**src/hdl/grw_pkg.sv**
```systemverilog
`timescale 1ns / 1ps
// ----------------------------------------------------------------------------
// grw_pkg: shared types and constants for the graph reachability walk
// Opcodes, widths and the command record passed from front to back.
// ----------------------------------------------------------------------------
package grw_pkg;
  localparam int NODE_COUNT = 256;
  localparam int EDGE_COUNT = 1024;
  localparam int NW = $clog2(NODE_COUNT);
  localparam int EW = $clog2(EDGE_COUNT);

  localparam logic [1:0] OP_CLEAR    = 2'd0;
  localparam logic [1:0] OP_ADD      = 2'd1;
  localparam logic [1:0] OP_TRAVERSE = 2'd2;
  localparam logic [1:0] OP_QUERY    = 2'd3;

  typedef struct packed {
    logic [1:0]    opcode;
    logic [NW-1:0] node_a;
    logic [NW-1:0] node_b;
    logic          walk_mode;
  } cmd_t;

  typedef struct packed {
    logic          status;
    logic          reachable;
    logic [7:0]    hop_distance;
    logic [7:0]    parent_node;
    logic [8:0]    reached_count;
  } rsp_t;
endpackage

```
**src/hdl/grw_cmd_queue.sv**
```systemverilog
`timescale 1ns / 1ps
// ----------------------------------------------------------------------------
// grw_cmd_queue: front end command queue
// Accepts input items and holds up to four decoded commands for the engine.
// ----------------------------------------------------------------------------
module grw_cmd_queue (
  input  logic          clk,
  input  logic          rst,
  input  logic          in_valid,
  output logic          in_ready,
  input  grw_pkg::cmd_t in_cmd,
  output logic          out_valid,
  input  logic          out_ready,
  output grw_pkg::cmd_t out_cmd
);
  grw_pkg::cmd_t slots [4];
  logic [1:0] wr_ptr;
  logic [1:0] rd_ptr;
  logic [2:0] fill;
  logic       push;
  logic       pop;

  assign in_ready  = (fill != 3'd4);
  assign out_valid = (fill != 3'd0);
  assign out_cmd   = slots[rd_ptr];
  assign push      = in_valid && in_ready;
  assign pop       = out_valid && out_ready;

  always_ff @(posedge clk) begin
    if (push) begin
      slots[wr_ptr] <= in_cmd;
    end
    if (rst) begin
      wr_ptr <= '0;
      rd_ptr <= '0;
      fill   <= '0;
    end else begin
      if (push) wr_ptr <= wr_ptr + 2'd1;
      if (pop)  rd_ptr <= rd_ptr + 2'd1;
      fill <= fill + {2'b0, push} - {2'b0, pop};
    end
  end
endmodule

```
**config.mk**
```make
export PLATFORM = sky130hd
export DESIGN_NAME = grw_cmd_queue
export DESIGN_NICKNAME = d
export VERILOG_FILES = /design/src/hdl/grw_pkg.sv /design/src/hdl/grw_cmd_queue.sv
export SDC_FILE = /design/constraint.sdc
export NUM_CORES = 1
export LEC_CHECK = 0
export BUFFER_PORTS_ARGS = -buffer_cell sky130_fd_sc_hd__buf_2
export CAP_MARGIN = 20
export CORE_UTILIZATION = 53
export CTS_BUF_LIST = sky130_fd_sc_hd__clkbuf_4
export DETAILED_ROUTE_END_ITERATION = 8
export PLACE_DENSITY = 0.88
export SLEW_MARGIN = 10
export SYNTH_ARGS = -nofsm -noshare
export SYNTH_HDL_FRONTEND = slang
export SYNTH_SLANG_ARGS = --single-unit
```
**constraint.sdc**
```tcl
create_clock -name clk -period 2.1 [get_ports clk]
set_input_delay 0.42 -clock clk [delete_from_list [all_inputs] [get_ports clk]]
set_output_delay 0.42 -clock clk [all_outputs]
set_load 0.02 [all_outputs]
```
---- Word-level counts from Yosys, hierarchy flattened ----
Memory sizes are Yosys's and may differ from the RTL's. A register that Yosys moved wholly into a read port is not among the register bits.
Cells that the tools add are included.
operators by class
  add/subtract/negate cells ............... 4
  multiply operators ...................... 0
  div/mod/pow operators ................... 0
  order comparisons ....................... 0
  equality and inequality tests ........... 1
  shifts and indexed selects .............. 0
  multiplexer cells ....................... 4
  bitwise operators ....................... 0
  reduce and logical (&&, ||, !) cells .... 3
operator list
  cell                                                            count
  2-bit by 1-bit adder with 2-bit output (second input constant)  2
  2-bit 2-to-1 mux                                                2
  3-bit by 1-bit adder with 3-bit output                          1
  3-bit inequality test (second input constant)                   1
  3-bit nonzero test                                              1
  3-bit by 1-bit subtractor with 3-bit output                     1
  1-bit logical AND                                               2
  1-bit 2-to-1 mux                                                2
storage, ports and cells
  flip-flop bits (word level) ............. 7
  bits in latches ......................... 0
  bits in writable memories ............... 76
  memory bits (read-only) ................. 0
  input bits .............................. 23
  output and inout bits ................... 21
  word-level logic and storage cells ...... 16
  memories kept ........................... 1
memory list
  name   words  width  rd ports  clocked after memory_dff  write ports  RTL line             text
  slots  4      19     1         1                         1            grw_cmd_queue.sv:16  grw_pkg::cmd_t slots [4];

---- Depth between registers and ports, before layout ----
  depth in word-level cells ............... 4
  mapped depth ............................ 11
  mapped depth without buffers ............ 11

---- Worst setup path before layout ----
Ideal clock, no wire load.
  path type ............................... register -> register
  from .................................... register fill[1]
  to ...................................... register fill[2]
  setup time .............................. 0.078 ns
  arrival time ............................ 2.054 ns
  data required time ...................... 2.022 ns
  path slack .............................. -0.032 ns
  stages on the path, launching flop included .. 12
  buffers on the path ..................... 0
  period minus slack after synthesis ...... 2.132 ns
  cells stage by stage .................... dfxtp_1 -> nor2_1 -> a21boi_2 -> inv_1 -> ha_1 -> inv_1 -> ha_1 -> inv_1 -> fa_1 -> xor2_1 -> and2_1 -> nor3_1
between the ends
  longest elaborated chain between the ends .. 4
  elaborated cells between the ends (all ways) .. 6
  classes of those cells .................. add/sub: 2; eq/ne: 1; reduce/logical: 3
RTL lines
  element                                          RTL line             text
  from (decl)                                      grw_cmd_queue.sv:19  logic [2:0] fill;
  from (signal assigned)                           grw_cmd_queue.sv:40  fill <= fill + {2'b0, push} - {2'b0, pop};
  3-bit inequality test                            grw_cmd_queue.sv:23  assign in_ready = (fill != 3'd4);
  1-bit logical AND                                grw_cmd_queue.sv:26  assign push = in_valid && in_ready;
  3-bit by 1-bit adder with 3-bit output           grw_cmd_queue.sv:40
  3-bit by 1-bit subtractor with 3-bit output (*)  grw_cmd_queue.sv:40
Mark *: on every way between the ends. The rest lies on a longest branch, timed or not.
A chain may end at the register's enable or synchronous reset.

==> results.yml <==
outcome:
  status: "finished clean"
pwr:
  power.density_mw_per_mm2: 1230
  pwr-share-comb: 0.353
  p_sw_frac: 0.300
  p_int_uw: 3370
  share_clk_of_total_power: 0.187
  power_uw: 4810
  p_sw_uw: 1450
  power_frac_seq: 0.460
  vdd_ir_drop_max_mv: 0.867
  leakage_uw: 0.00137
die:
  die_h_um: 80.4
  die_w_um: 80.4
  io-pin-count: 44
  rows: 28
  core_mm2: 0.00592
  die-area_mm2: 0.00646
  start_util: 0.550
synth:
  synth_top_family_by_area: "multiplexers"
  synth_nets: 178
  yosys-top-cells-area: "edfxtp_1 (70%), mux4_1 (7.3%), mux4_2 (6.9%)"
  syn_area_mm2: 0.00325
  synth_adder_area_share: 0.0292
  yosys_warnings: 0
  synth_xor_area_frac: 0.00807
  synth_seq_cells: 85
  yosys.area_share.simple: 0.0292
  synth_cells: 148
  syn_area_per_cell_um2: 22.0
  synth_top_area_frac: 0.701
  synth_top_area_cell: "edfxtp_1"
  synth-compound-area-share: 0.00884
  yosysSeqAreaShare: 0.757
  synth_mux_area_frac: 0.148
  ys_types: 25
sta:
  timing.fmax_mhz: 486
  rsz0062_at_grt: "yes"
  finalSetupViolations: 0
  timing_hold_violations_final: 0
  period_share: 0.980
  tightest_slew_ps: 462
  skew_ps: 20.0
  fin_crit_ps: 2060
  final_max_slew_viol_count: 0
  layout_setup_ws_ps: 41.0
  slew_headroom: 0.688
clock_network:
  cts_root_buf: "clkbuf_4"
  clk_pin_slew_worst_paths_ps: 130
  clock_sinks: 85
  clockBufferDepth: 2
  htreeDepth: 3
  tritoncts: "yes"
  cts_hold_buf: 0
  cts_buffers: 9
  clkLatencyLatePin_ps: 400
place:
  place_ws_ps: -44.3
  placed_cell_area_mm2: 0.00362
  portBuffers: 43
  gp_congestion: 0.644
  dp_hpwl_mm: 3.45
setup_path:
  r2r-start: "fill[1]$_SDFF_PP0_"
  rrSetupSlack_ps: 50
  end_kind: "output port"
  worstSetupStartpointType: "register"
  crit_type: "reg -> out"
  cp.arrival_ps: 1640
  critical_path.max_fanout: 6
  crit_required_ps: 1680
hold_path:
  hp-class: "in -> reg"
  min_from: "in_cmd[4]"
route:
  routedWlPerCell_um: 18.6
  route.detailed.drc: 0
  totalWireLength_mm: 5.36
  drtPass1Iterations: 4
  vias: 1528
  routed_via_density: 5.29
  postRouteAntennaNets: 0
  first_iter_violations: 90
grt:
  grt_pass1_wl_mm: 8.20
  grt_use_total: 0.184
  grt_max_degree: 20
  grt_pass1_vias: 1587
  overflow: 0
  antenna_found_initial: 0
finish:
  syn2layout_area_growth_pct: 20.5
  fin_nets: 239
  drive_gt1_frac: 0.453
  final_core_util: 0.662
  layout_commonest_cell: "edfxtp_1"
  final_cell_mix: "edfxtp_1 (76), buf_2 (25), mux4_2 (19)"
  final_area_mm2: 0.00392
  fillers: 401
  num_antenna_cells: 0
run:
  max-cap-violations: 0
## power by group through the flow
stage	Combinational [uW]	Clock (uW)	Sequential, uW
floorplan	969	0	2190
global placement	1320	0	2200
detailed placement	1350	0	2230
CTS	1420	926	2190
global route	1850	983	2240
finish	1700	902	2210
## stage by stage
step / hold WS (ps) / setup TNS (ps) / instances
after detailed placement: 526 / -44.3 / 270
after global placement: 497 / 0 / 270
after global routing: 191 / -597 / 289
final: 225 / 0 / 289
after CTS: 204 / -62.9 / 288
after floorplan: 482 / 0 / 148
## synthesized netlist by cell type
library cell and n:
edfxtp_1 76, mux4_2 10, dfxtp_1 9, mux4_1 9, nor2_1 8, ha_1 6
and2_1 5, inv_1 5, buf_2 2, nand2b_1 2, xor2_1 2, a21boi_2 1
buf_12 1, buf_6 1, clkbuf_1 1, fa_1 1, mux2_2 1, mux2i_1 1
nand2_1 1, nor2b_1 1, nor3_1 1, o311ai_0 1, o31a_1 1, or3_1 1
xnor2_1 1
## metal layers
metal  GRT usage  wire length, um  up-vias
li1            -                -      718
met2       0.320             2810       39
met4      0.0536               41        0
met1       0.222             2290      766
met5           0                0        -
met3      0.0534              220        5
## timing repair
item / 4_1_cts / 5_1_grt
cloned: 0 / 1
endpoints found under the setup margin: 17 / 20
buffers inserted: 2 / 0
gates resized for setup: 9 / 48
## critical path, cell delays in order, from the launching register on
cell and delay [ps]:
dfxtp_4 420, buf_8 140, mux4_2 530, buf_6 150
## state kept, by name (all words and copies together) (netlist names), named ones only
register,count
slots,76
fill,3
rd_ptr,2
wr_ptr,2
## cell families (layout without fill, tap and decap cells)
logic type | Yosys count | count (layout)
multiplexers | 21 | 21
buffers and inverters | 10 | 76
AND/OR/NAND/NOR | 19 | 19
XOR/XNOR | 3 | 3
flip-flops | 85 | 85
AO/OA/AOI/OAI | 3 | 3
adder cells (fa/ha/maj) | 7 | 7
## layout make-up
cell class | instances | area [um2] | share of cell area
sequential | 85 | 2470 | 0.631
multi-input combinational | 53 | 704 | 0.180
timing repair buffer | 55 | 493 | 0.126
tap | 75 | 93.8 | 0.0239
clock buffer | 10 | 75.1 | 0.0191
clock inverter | 6 | 63.8 | 0.0163
inverter | 5 | 18.8 | 0.00479
## final timing paths
kind	cells past startpoint	endpoint
min reg2reg	2	wr_ptr[1]$_SDFFE_PP0P_
max	3	out_cmd[0]
min	1	slots[1][4]$_DFFE_PP_
max reg2reg	9	fill[2]$_SDFF_PP0_
Note: power is estimated with default switching activity, not from simulation.
